### src/assert_macros.svh
// Assertion macros shared by the RTL of the LRU page stack.
// No dependencies; included by the modules that carry assertions.
`ifndef ASSERT_MACROS_SVH
`define ASSERT_MACROS_SVH

// Condition must hold on every clock edge out of reset.
`define ASSERT_ALWAYS(label, clk, rst_n, expr) \
    label: assert property (@(posedge clk) disable iff (!rst_n) (expr)) \
        else $error("assertion failed: label");

// Antecedent on one edge forces the consequent on the next.
`define ASSERT_NEXT(label, clk, rst_n, ante, cons) \
    label: assert property (@(posedge clk) disable iff (!rst_n) (ante) |=> (cons)) \
        else $error("assertion failed: label");

`endif

### src/lrup_pkg.sv
// Package for the LRU page stack: sizes, widths and the cell link type.
// No dependencies; imported by every module of the block.
package lrup_pkg;

    localparam int MAX_FRAMES = 16;
    localparam int PAGE_BITS  = 16;
    localparam int FILL_W     = $clog2(MAX_FRAMES + 1);
    localparam int CFG_W      = 5;
    localparam int FAULT_W    = 32;

    localparam logic [FAULT_W-1:0] FAULT_MAX    = '1;
    localparam logic [CFG_W-1:0]   FRAMES_RESET = CFG_W'(3);

    typedef logic [PAGE_BITS-1:0] t_page;
    typedef logic [FILL_W-1:0]    t_fill;
    typedef logic [FAULT_W-1:0]   t_fault;

    // Passed from one cell to the next older one.
    typedef struct packed {
        t_page page;   // entry handed down on a shift
        logic  found;  // match seen in this or a more recent cell
    } t_link;

endpackage

### src/lrup_cell.sv
// One entry of the LRU stack: holds a page, compares it and shifts it on.
// Depends on lrup_pkg.
module lrup_cell (
    input  logic           i_clk,
    input  logic           i_load,
    input  logic           i_valid,
    input  lrup_pkg::t_page i_page,
    input  lrup_pkg::t_link i_link,
    output lrup_pkg::t_link o_link
);
    import lrup_pkg::*;

    t_page r_entry;
    logic  w_match;

    assign w_match      = i_valid && (r_entry == i_page);
    assign o_link.found = i_link.found | w_match;
    assign o_link.page  = r_entry;

    // shift while no match above; the matching cell is overwritten too
    always_ff @(posedge i_clk) begin
        if (i_load && !i_link.found) begin
            r_entry <= i_link.page;
        end
    end

endmodule

### src/lrup_stack.sv
// Row of LRU cells, most recent in cell 0, with the fill count.
// Depends on lrup_pkg, lrup_cell and assert_macros.svh.
`include "assert_macros.svh"
module lrup_stack (
    input  logic            i_clk,
    input  logic            i_rst_n,
    input  logic            i_load,
    input  logic            i_clear,
    input  lrup_pkg::t_page i_page,
    input  lrup_pkg::t_fill i_frames,
    output logic            o_hit
);
    import lrup_pkg::*;

    t_fill r_fill;
    t_fill n_fill;
    t_link w_link [MAX_FRAMES+1];
    logic  [MAX_FRAMES-1:0] w_valid;

    assign w_link[0].page  = i_page;
    assign w_link[0].found = 1'b0;
    assign o_hit           = w_link[MAX_FRAMES].found;

    for (genvar k = 0; k < MAX_FRAMES; k++) begin : g_cell
        assign w_valid[k] = (FILL_W'(k) < r_fill);
        lrup_cell u_cell (
            .i_clk   (i_clk),
            .i_load  (i_load),
            .i_valid (w_valid[k]),
            .i_page  (i_page),
            .i_link  (w_link[k]),
            .o_link  (w_link[k+1])
        );
    end

    // a miss past the frame limit drops the oldest entries by trimming the fill
    always_comb begin
        n_fill = r_fill;
        if (i_load) begin
            if (i_clear) begin
                n_fill = '0;
            end else if (!o_hit) begin
                n_fill = (r_fill >= i_frames) ? i_frames : r_fill + 1'b1;
            end
        end
    end

    always_ff @(posedge i_clk) begin
        if (!i_rst_n) begin
            r_fill <= '0;
        end else begin
            r_fill <= n_fill;
        end
    end

    `ASSERT_ALWAYS(a_fill_bound, i_clk, i_rst_n, r_fill <= FILL_W'(MAX_FRAMES))
    `ASSERT_NEXT(a_fill_nonzero, i_clk, i_rst_n, i_load && !i_clear, r_fill != '0)

endmodule

### src/lru_page_replacement.sv
// LRU page stack, top level. The result is strobed in the cycle after start.
// Throughput: one reference per cycle; busy stays low, the cell row searches
// combinationally and shifts as a reference is taken. Synchronous active-low
// reset empties the stack, clears the fault count and sets the frame count to 3.
// Results cannot be stalled by the receiver.
// Depends on lrup_pkg, lrup_stack and assert_macros.svh.
`include "assert_macros.svh"
module lru_page_replacement (
    input  logic                       i_clk,
    input  logic                       i_rst_n,
    input  logic                       start,
    output logic                       busy,
    input  logic [lrup_pkg::PAGE_BITS-1:0] i_page,
    input  logic                       i_last_reference,
    input  logic                       i_cfg_we,
    input  logic [lrup_pkg::CFG_W-1:0] i_cfg_data,
    output logic                       o_strobe,
    output logic                       o_hit,
    output logic [lrup_pkg::FAULT_W-1:0] o_fault_count
);
    import lrup_pkg::*;

    logic [CFG_W-1:0] r_frames;
    t_fill            w_frames;
    t_fault           r_fault;
    t_fault           n_fault_res;
    logic             w_accept;
    logic             w_hit;
    logic             r_strobe;
    logic             r_hit;
    t_fault           r_fault_out;

    assign busy     = 1'b0;
    assign w_accept = start && !busy;

    // zero acts as one frame, anything past the depth as the full depth
    always_comb begin
        if (r_frames == '0) begin
            w_frames = FILL_W'(1);
        end else if (FILL_W'(r_frames) > FILL_W'(MAX_FRAMES)) begin
            w_frames = FILL_W'(MAX_FRAMES);
        end else begin
            w_frames = FILL_W'(r_frames);
        end
    end

    lrup_stack u_stack (
        .i_clk    (i_clk),
        .i_rst_n  (i_rst_n),
        .i_load   (w_accept),
        .i_clear  (i_last_reference),
        .i_page   (i_page),
        .i_frames (w_frames),
        .o_hit    (w_hit)
    );

    assign n_fault_res = (!w_hit && r_fault != FAULT_MAX) ? r_fault + 1'b1 : r_fault;

    always_ff @(posedge i_clk) begin
        if (!i_rst_n) begin
            r_frames <= FRAMES_RESET;
            r_fault  <= '0;
            r_strobe <= 1'b0;
        end else begin
            if (i_cfg_we) begin
                r_frames <= i_cfg_data;
            end
            r_strobe <= w_accept;
            if (w_accept) begin
                r_fault <= i_last_reference ? '0 : n_fault_res;
            end
        end
    end

    always_ff @(posedge i_clk) begin
        if (w_accept) begin
            r_hit       <= w_hit;
            r_fault_out <= n_fault_res;
        end
    end

    assign o_strobe      = r_strobe;
    assign o_hit         = r_hit;
    assign o_fault_count = r_fault_out;

    `ASSERT_NEXT(a_strobe_follows, i_clk, i_rst_n, w_accept, o_strobe)
    `ASSERT_NEXT(a_no_spurious, i_clk, i_rst_n, !w_accept, !o_strobe)
    `ASSERT_NEXT(a_hit_keeps_count, i_clk, i_rst_n, w_accept && w_hit, o_fault_count == $past(r_fault))

endmodule
### config.mk
export PLATFORM = sky130hd
export DESIGN_NAME = lru_page_replacement
export DESIGN_NICKNAME = d
export VERILOG_FILES = /design/src/lrup_pkg.sv /design/src/lrup_cell.sv /design/src/lrup_stack.sv /design/src/lru_page_replacement.sv
export VERILOG_INCLUDE_DIRS = /design/src /design/src/src
export SDC_FILE = /design/constraint.sdc
export NUM_CORES = 1
export LEC_CHECK = 0
export BUFFER_PORTS_ARGS = -buffer_cell sky130_fd_sc_hd__buf_2
export CAP_MARGIN = 20
export CORE_ASPECT_RATIO = 0.6
export CORE_MARGIN = 3
export CORE_UTILIZATION = 45
export CTS_CLUSTER_DIAMETER = 100
export DETAILED_ROUTE_END_ITERATION = 8
export PLACE_DENSITY = 0.62
export RECOVER_POWER = 50
export SLEW_MARGIN = 15
export SYNTH_ARGS = -nofsm -noshare
export SYNTH_HDL_FRONTEND = slang
export SYNTH_SLANG_ARGS = --single-unit
### constraint.sdc
create_clock -name i_clk -period 5.6 [get_ports i_clk]
set_input_delay 0.84 -clock i_clk [delete_from_list [all_inputs] [get_ports i_clk]]
set_output_delay 0.84 -clock i_clk [all_outputs]
set_load 0.05 [all_outputs]
==> results of run 1 <==
-- Yosys cell counts (5+ instances only) --
cell,number,area [sq um]
sky130_fd_sc_hd__nand4_1,44,275
sky130_fd_sc_hd__buf_6,12,135
sky130_fd_sc_hd__o31a_1,7,61.3
sky130_fd_sc_hd__nand3_1,38,190
sky130_fd_sc_hd__o211ai_1,16,120
sky130_fd_sc_hd__clkbuf_1,22,82.6
sky130_fd_sc_hd__buf_2,11,55.1
sky130_fd_sc_hd__buf_4,23,173
sky130_fd_sc_hd__nand2_1,59,221
sky130_fd_sc_hd__xor2_1,139,1220
sky130_fd_sc_hd__edfxtp_1,289,8680
sky130_fd_sc_hd__o21ai_0,15,75.1
sky130_fd_sc_hd__ha_1,7,87.6
sky130_fd_sc_hd__a31oi_1,8,50.1
sky130_fd_sc_hd__and2_1,5,31.3
sky130_fd_sc_hd__inv_1,15,56.3
sky130_fd_sc_hd__mux2i_1,7,70.1
sky130_fd_sc_hd__nor4b_1,6,52.6
sky130_fd_sc_hd__nor2_1,40,150
sky130_fd_sc_hd__a32oi_1,7,61.3
sky130_fd_sc_hd__xnor2_1,148,1300
sky130_fd_sc_hd__and3_1,17,106
sky130_fd_sc_hd__a21oi_1,12,60.1
sky130_fd_sc_hd__or3_1,11,68.8
sky130_fd_sc_hd__nor4_1,33,206
sky130_fd_sc_hd__or4_1,5,37.5
sky130_fd_sc_hd__nor3_1,44,220
sky130_fd_sc_hd__nor2b_1,5,31.3
sky130_fd_sc_hd__dfxtp_1,43,861
-- power groups by stage --
| stage | Clock, uW | Combinational [uW] | Sequential, uW |
|---|---|---|---|
| after CTS | 2300 | 434 | 2930 |
| final | 2270 | 434 | 2940 |
| after global placement | 0 | 430 | 2990 |
| after global routing | 2410 | 469 | 2950 |
| after floorplan | 0 | 288 | 2980 |
| after detailed placement | 0 | 432 | 2990 |
-- cell families (layout without fill, tap and decap cells) --
family	Yosys count	after routing
flops	332	332
fa+ha+maj	7	7
xor+xnor	287	287
simple gates	333	333
compound gates	109	109
mux	8	8
buf+inv	91	159
other cells	1	1
-- per-stage QoR --
step	setup slack (ns)	instances	cell area, sq um	utilization [%]
after floorplan	0.713	1168	15500	-
after global placement	1.00	1629	16000	48.4
after detailed placement	0.979	1629	16000	48.4
after CTS	1.37	1686	17100	51.7
after global routing	0.588	1686	17100	51.5
final	0.854	1686	17100	51.5
-- cells in the final DEF (no fill, tap or decap), types with 14 or more instances in the layout --
cell and count:
sky130_fd_sc_hd__nor4_1 33, sky130_fd_sc_hd__o21ai_0 15, sky130_fd_sc_hd__buf_4 26, sky130_fd_sc_hd__dfxtp_1 43, sky130_fd_sc_hd__o211ai_1 16, sky130_fd_sc_hd__nor3_1 44
sky130_fd_sc_hd__xor2_1 139, sky130_fd_sc_hd__inv_1 14, sky130_fd_sc_hd__nand2_1 59, sky130_fd_sc_hd__nand3_1 38, sky130_fd_sc_hd__xnor2_1 148, sky130_fd_sc_hd__buf_2 26
sky130_fd_sc_hd__and3_1 17, sky130_fd_sc_hd__clkbuf_1 39, sky130_fd_sc_hd__nand4_1 44, sky130_fd_sc_hd__nor2_1 40, sky130_fd_sc_hd__clkbuf_16 31, sky130_fd_sc_hd__edfxtp_1 289
-- state kept, by name, summed over array words and instances, names as in the netlist --
signal,count
o_fault_count,32
o_hit,1
o_strobe,1
r_fault,32
r_frames,5
u_stack.g_cell.u_cell.r_entry,256
u_stack.r_fill,5
-- critical path, delay by kind of cell --
family,cells,cell delay (ns)
xor gates and xnor gates,1,0.15
and+or+nand+nor,4,1.23
AOI/OAI and AO/OA,3,0.68
buffers and inverters,4,2.32
-- cell type report --
| cell class | instances | area [sq um] | share of cell area (%) |
|---|---|---|---|
| sequential | 332 | 9540 | 55.9 |
| tap | 450 | 563 | 3.30 |
| clock buffer | 36 | 795 | 4.66 |
| clock inverter | 21 | 285 | 1.67 |
| multi-input combinational | 745 | 5350 | 31.4 |
| timing repair buffer | 87 | 473 | 2.77 |
| inverter | 15 | 56.3 | 0.330 |
-- path summary, 6_finish.rpt --
kind | to | slack [ns] | cells past startpoint
hold reg to reg | u_stack.g_cell[6].u_cell.r_entry[8] | 0.47 | 0
hold / removal | u_stack.g_cell[6].u_cell.r_entry[8] | 0.47 | 0
setup reg to reg | u_stack.g_cell[13].u_cell.r_entry[6] | 1.39 | 9
setup / recovery | r_fault[22] | 0.85 | 12
-- per-layer routing --
metal	part of all wire [%]	track usage, %	vias to the layer above	wire [um]
li1	-	-	4392	-
met1	51	37.8	4944	20500
met2	37	26.7	482	14700
met3	11	5.19	34	4250
met4	1.2	3.42	0	462
met5	0	0	-	0
==> run_summary.xml, run 1 <==
<?xml version="1.0" encoding="UTF-8"?>
<metrics>
  <group name="run_status">
    <metric name="outcome" unit="">complete, but fails checks</metric>
    <metric name="violations_in_the_final_reports" unit="">max-capacitance violations, max-slew violations</metric>
  </group>
  <group name="yosys">
    <metric name="asyncSetResetFlopFracSynth" unit="%">0</metric>
    <metric name="post_synth.cell_area_avg" unit="sq um">13.2</metric>
    <metric name="yosys-mux-area-fraction" unit="%">0.526</metric>
    <metric name="synth-edff-count" unit="">289</metric>
    <metric name="mapped_cells" unit="">1168</metric>
    <metric name="synth-seq-area-share" unit="%">61.7</metric>
    <metric name="yosysWarningCount" unit="">0</metric>
    <metric name="dominantRegCellSynth" unit="">sky130_fd_sc_hd__edfxtp_1</metric>
    <metric name="area_fraction_in_and_or_nand_and_nor_cells_after_synthesis" unit="%">12.1</metric>
    <metric name="postSynthNetCount" unit="">1201</metric>
    <metric name="synth-adder-area-share" unit="%">0.567</metric>
    <metric name="synthXorXnorAreaFrac" unit="%">16.3</metric>
    <metric name="yosys_register_bits" unit="">332</metric>
    <metric name="largest_family_of_logic_cells_by_synthesized_area" unit="">XOR/XNOR gates</metric>
    <metric name="synth_cell_type_count" unit="">73</metric>
    <metric name="synth_compound_area_share" unit="%">5.17</metric>
    <metric name="syn-cell-area" unit="sq um">15500</metric>
  </group>
  <group name="power">
    <metric name="report.power.total" unit="uW">5640</metric>
    <metric name="power.share.clock" unit="%">40.2</metric>
    <metric name="power_density" unit="nW/um^2">330</metric>
    <metric name="power_switching" unit="uW">1320</metric>
    <metric name="power_leakage" unit="uW">0.00581</metric>
    <metric name="seq_power_share" unit="%">52.1</metric>
    <metric name="power_frac_comb" unit="%">7.7</metric>
    <metric name="internal_pwr_total" unit="uW">4320</metric>
    <metric name="ir_worst_vdd" unit="uV">240</metric>
    <metric name="power.switching_fraction" unit="%">23.3</metric>
  </group>
  <group name="grt">
    <metric name="vias_in_the_first_global_route" unit="">9239</metric>
    <metric name="grt_max_degree" unit="">44</metric>
    <metric name="grt_overflow" unit="">0</metric>
    <metric name="grt_antenna_before_repair" unit="">0</metric>
    <metric name="gr-usage-all-layers" unit="%">21.8</metric>
    <metric name="grt_first_pass_wirelength" unit="mm">59.9</metric>
  </group>
  <group name="sta">
    <metric name="grt_setup_unrepaired" unit="">no</metric>
    <metric name="worst_margin_slew" unit="ns">1.68</metric>
    <metric name="timing_max_transition_violations_final" unit="">91</metric>
    <metric name="tns" unit="ns">0</metric>
    <metric name="worst_slew_margin_rel" unit="%">-12.0</metric>
    <metric name="period_minus_slack" unit="ns">4.75</metric>
    <metric name="hold-worst-slack" unit="ns">0.469</metric>
    <metric name="layout_worst_path_cycle_share" unit="%">84.7</metric>
    <metric name="hold_violations" unit="">0</metric>
    <metric name="fmaxAchievable" unit="MHz">211</metric>
    <metric name="worst_clock_skew" unit="ns">0.0102</metric>
    <metric name="setup-violations-final" unit="">0</metric>
  </group>
  <group name="drt">
    <metric name="drt_iter0_drc" unit="">1036</metric>
    <metric name="dr.pass1.iters" unit="">5</metric>
    <metric name="routed_wirelength" unit="mm">39.8</metric>
    <metric name="average_detailed_routed_wire_length_per_instance" unit="um">23.6</metric>
    <metric name="detail_route.vias_per_cell" unit="">5.84</metric>
    <metric name="detail_route.drc_violations" unit="">0</metric>
    <metric name="via_count" unit="">9852</metric>
    <metric name="antenna_left" unit="">0</metric>
  </group>
  <group name="clock_network">
    <metric name="h-tree-depth" unit="">1</metric>
    <metric name="postCtsResizedCells" unit="">0</metric>
    <metric name="worst_setup_hold_path_clk_slew" unit="ns">0.07</metric>
    <metric name="cts.sink_count" unit="">332</metric>
    <metric name="clock_insertion_delay_worst_skew" unit="ns">0.58</metric>
    <metric name="post_cts_setup_buffer_count" unit="">0</metric>
    <metric name="cts_inserted_buffers" unit="">31</metric>
    <metric name="holdBufCountCts" unit="">0</metric>
    <metric name="clock_tree.root_cell" unit="">sky130_fd_sc_hd__clkbuf_16</metric>
    <metric name="tritoncts_clock_tree" unit="">built</metric>
    <metric name="clockBufferDepth" unit="">3</metric>
  </group>
  <group name="setup_path">
    <metric name="arrival" unit="ns">5.24</metric>
    <metric name="end_kind" unit="">flop</metric>
    <metric name="critPathSlowestCell" unit="">sky130_fd_sc_hd__clkbuf_1</metric>
    <metric name="critical_path_peak_fanout" unit="">31</metric>
    <metric name="critical_path.reg2reg.startpoint" unit="">u_stack.r_fill[2]</metric>
    <metric name="worstPathRequired" unit="ns">6.09</metric>
    <metric name="crit_path_cell_trace" unit="">clkbuf_1 -&gt; buf_4 -&gt; xor2_1 -&gt; nor4_1 -&gt; o2111ai_1 -&gt; o22ai_1 -&gt; nor4_2 -&gt; and3_1 -&gt; clkinv_1 -&gt; buf_12 -&gt; or4_1 -&gt; a31oi_1</metric>
    <metric name="worstSetupStartpointType" unit="">input port</metric>
    <metric name="crit_path_max_incr_delay" unit="ns">1.04</metric>
    <metric name="timing.setup.critical_path_class" unit="">in -&gt; reg</metric>
    <metric name="worst_setup_startpoint" unit="">i_page[15]</metric>
  </group>
  <group name="final_layout">
    <metric name="syn_to_final_growth" unit="%">10.4</metric>
    <metric name="antenna_diode_count" unit="">0</metric>
    <metric name="share_of_cells_above_drive_strength_1" unit="%">9.39</metric>
    <metric name="fill_cells" unit="">2814</metric>
    <metric name="nNetsFinal" unit="">1245</metric>
  </group>
  <group name="floorplan">
    <metric name="die_w" unit="um">245</metric>
    <metric name="area_enclosed_by_the_die_boundary" unit="sq um">36700</metric>
    <metric name="initial_core_util" unit="%">46.7</metric>
    <metric name="core_area" unit="sq um">33100</metric>
    <metric name="chipHeight" unit="um">150</metric>
    <metric name="row_count" unit="">51</metric>
    <metric name="boundaryPins" unit="">61</metric>
  </group>
  <group name="hold_path">
    <metric name="hold_path_class" unit="">reg -&gt; reg</metric>
    <metric name="min_from" unit="">u_stack.g_cell[5].u_cell.r_entry[8]</metric>
  </group>
  <group name="run">
    <metric name="maxCapViolCount" unit="">5</metric>
  </group>
  <group name="place">
    <metric name="hpwl" unit="mm">27.6</metric>
    <metric name="portBuffers" unit="">59</metric>
    <metric name="place_congestion" unit="">0.835</metric>
  </group>
</metrics>
(Power assumes the default switching activity.)
==> inputs of run 2 (changes only) <==
--- a/config.mk
+++ b/config.mk
@@ -13,7 +13,7 @@
 export CORE_UTILIZATION = 45
 export CTS_CLUSTER_DIAMETER = 100
 export DETAILED_ROUTE_END_ITERATION = 8
-export PLACE_DENSITY = 0.62
+export PLACE_DENSITY = 0.64
 export RECOVER_POWER = 50
 export SLEW_MARGIN = 15
 export SYNTH_ARGS = -nofsm -noshare
==> constraint.sdc (replaced) <==
create_clock -name i_clk -period 3.8 [get_ports i_clk]
set_input_delay 0.57 -clock i_clk [delete_from_list [all_inputs] [get_ports i_clk]]
set_output_delay 0.57 -clock i_clk [all_outputs]
set_load 0.05 [all_outputs]
==> run_summary.xml, run 2 (synthesis results as in run 1) <==
<?xml version="1.0" encoding="UTF-8"?>
<metrics>
  <group name="drt">
    <metric name="routed_wirelength" unit="mm">38.8</metric>
    <metric name="antenna_left" unit="">0</metric>
    <metric name="via_count" unit="">9820</metric>
    <metric name="average_detailed_routed_wire_length_per_instance" unit="um">22.6</metric>
    <metric name="detail_route.vias_per_cell" unit="">5.71</metric>
    <metric name="dr.pass1.iters" unit="">5</metric>
    <metric name="detail_route.drc_violations" unit="">0</metric>
    <metric name="drt_iter0_drc" unit="">1056</metric>
  </group>
  <group name="final_layout">
    <metric name="post-route-util" unit="%">52.4</metric>
    <metric name="syn_to_final_growth" unit="%">12.2</metric>
    <metric name="share_of_cells_above_drive_strength_1" unit="%">12.7</metric>
    <metric name="nNetsFinal" unit="">1280</metric>
    <metric name="antenna_diode_count" unit="">0</metric>
    <metric name="mostFrequentLayoutCell" unit="">sky130_fd_sc_hd__edfxtp_1</metric>
    <metric name="layout.cells.most_common_list" unit="">sky130_fd_sc_hd__edfxtp_1, sky130_fd_sc_hd__xnor2_1, sky130_fd_sc_hd__xor2_1, sky130_fd_sc_hd__nand2_1, sky130_fd_sc_hd__buf_4</metric>
    <metric name="largest_register_ffs" unit="">256</metric>
    <metric name="largest-register" unit="">u_stack.g_cell.u_cell.r_entry</metric>
    <metric name="stdcell_count" unit="">1719</metric>
  </group>
  <group name="floorplan">
    <metric name="chipHeight" unit="um">150</metric>
    <metric name="initial_core_util" unit="%">46.7</metric>
    <metric name="boundaryPins" unit="">61</metric>
    <metric name="area_enclosed_by_the_die_boundary" unit="sq um">36700</metric>
    <metric name="die_w" unit="um">245</metric>
    <metric name="row_count" unit="">51</metric>
    <metric name="core_area" unit="sq um">33100</metric>
  </group>
  <group name="sta">
    <metric name="worst_clock_skew" unit="ns">0.0228</metric>
    <metric name="postLayoutSetupSlackWorst" unit="ns">0.185</metric>
    <metric name="fmaxAchievable" unit="MHz">277</metric>
    <metric name="grt_setup_unrepaired" unit="">no</metric>
    <metric name="tns" unit="ns">0</metric>
    <metric name="worst_margin_slew" unit="ns">1.50</metric>
    <metric name="timing_max_transition_violations_final" unit="">0</metric>
    <metric name="setup-violations-final" unit="">0</metric>
    <metric name="worst_slew_margin_rel" unit="%">0.224</metric>
    <metric name="hold_violations" unit="">0</metric>
    <metric name="layout_worst_path_cycle_share" unit="%">95.1</metric>
    <metric name="hold-worst-slack" unit="ns">0.223</metric>
    <metric name="period_minus_slack" unit="ns">3.62</metric>
  </group>
  <group name="clock_network">
    <metric name="clock_tree.root_cell" unit="">sky130_fd_sc_hd__clkbuf_16</metric>
    <metric name="post_cts_setup_buffer_count" unit="">0</metric>
    <metric name="holdBufCountCts" unit="">0</metric>
    <metric name="postCtsResizedCells" unit="">0</metric>
    <metric name="tritoncts_clock_tree" unit="">built</metric>
    <metric name="h-tree-depth" unit="">1</metric>
    <metric name="clock_insertion_delay_worst_skew" unit="ns">0.59</metric>
    <metric name="cts_inserted_buffers" unit="">31</metric>
    <metric name="worst_setup_hold_path_clk_slew" unit="ns">0.06</metric>
    <metric name="cts.sink_count" unit="">332</metric>
    <metric name="clockBufferDepth" unit="">3</metric>
  </group>
  <group name="power">
    <metric name="power_density" unit="nW/um^2">469</metric>
    <metric name="ir_worst_vdd" unit="uV">371</metric>
    <metric name="power_leakage" unit="uW">0.00601</metric>
  </group>
  <group name="place">
    <metric name="portBuffers" unit="">59</metric>
    <metric name="dp_worst_setup_slack" unit="ns">0.150</metric>
    <metric name="place.detailed.instances" unit="">1664</metric>
    <metric name="place_congestion" unit="">0.863</metric>
    <metric name="hpwl" unit="mm">28.0</metric>
  </group>
  <group name="setup_path">
    <metric name="worstSetupStartpointType" unit="">input port</metric>
    <metric name="worstPathRequired" unit="ns">4.25</metric>
    <metric name="arrival" unit="ns">4.06</metric>
    <metric name="critical_path_peak_fanout" unit="">32</metric>
    <metric name="timing.setup.critical_path_class" unit="">in -&gt; reg</metric>
    <metric name="end_kind" unit="">flop</metric>
  </group>
  <group name="grt">
    <metric name="busiest_layer" unit="">met1</metric>
    <metric name="grt_first_pass_wirelength" unit="mm">59.1</metric>
    <metric name="global_route.usage.met2" unit="%">27.0</metric>
    <metric name="grt_antenna_before_repair" unit="">1</metric>
    <metric name="vias_in_the_first_global_route" unit="">9361</metric>
    <metric name="groute.layer.met3.usage" unit="%">6.36</metric>
    <metric name="grt_util_met1" unit="%">35.3</metric>
    <metric name="gr-usage-all-layers" unit="%">21.3</metric>
    <metric name="grt_max_degree" unit="">42</metric>
    <metric name="grt_overflow" unit="">0</metric>
  </group>
  <group name="hold_path">
    <metric name="hold_path_class" unit="">in -&gt; reg</metric>
  </group>
  <group name="run_status">
    <metric name="outcome" unit="">complete, but fails checks</metric>
    <metric name="violations_in_the_final_reports" unit="">max-capacitance violations</metric>
  </group>
  <group name="run">
    <metric name="maxCapViolCount" unit="">1</metric>
  </group>
</metrics>
-- run 2: layer usage --
metal / share of wire (%) / vias to the layer above
li1: - / 4491
met1: 49 / 4830
met2: 38 / 450
met3: 11 / 47
met4: 1.3 / 2
met5: 0.018 / -
-- run 2: per-stage QoR --
stage          instance area (sq um)  power [uW]
5_1_grt                        17300        8410
3_5_place_dp                   16400        5070
2_1_floorplan                  15500        4810
3_3_place_gp                   16400        5060
4_1_cts                        17400        8200
6_report                       17300        8120
-- run 2: final timing paths --
| kind | start | to | slack [ns] | cells past startpoint |
|---|---|---|---|---|
| worst max-delay path | i_page[1] | r_fault[8] | 0.18 | 13 |
| worst min-delay path | i_cfg_data[1] | r_frames[1] | 0.22 | 3 |
| worst max register to register | u_stack.r_fill[3] | r_fault[13] | 0.36 | 10 |
| worst min register to register | u_stack.g_cell[13].u_cell.r_entry[3] | u_stack.g_cell[14].u_cell.r_entry[3] | 0.46 | 0 |
-- run 2: cell type report --
class	count	area [sq um]
flip-flops and latches	332	9540
well taps	450	563
inverters	15	56.3
clock buffers	32	779
multi-input cells	745	5360
fillers	2786	15800
clock inverters	23	224
repair buffers	122	813
-- run 2: critical path, stage by stage --
cell and delay (ns):
sky130_fd_sc_hd__clkbuf_1 0.76, sky130_fd_sc_hd__buf_4 0.29, sky130_fd_sc_hd__xor2_1 0.08, sky130_fd_sc_hd__nor4_1 0.73, sky130_fd_sc_hd__nand4_1 0.24, sky130_fd_sc_hd__nor2_1 0.19
sky130_fd_sc_hd__nor3b_1 0.07, sky130_fd_sc_hd__and3_1 0.24, sky130_fd_sc_hd__clkinv_1 0.10, sky130_fd_sc_hd__buf_12 0.19, sky130_fd_sc_hd__buf_4 0.18, sky130_fd_sc_hd__nor3_1 0.06
sky130_fd_sc_hd__or3_1 0.34
-- run 2: where the power goes --
group | switching [uW] | internal, uW
registers | 138 | 4180
logic | 432 | 250
clock network | 1370 | 1760
total | 1940 | 6180
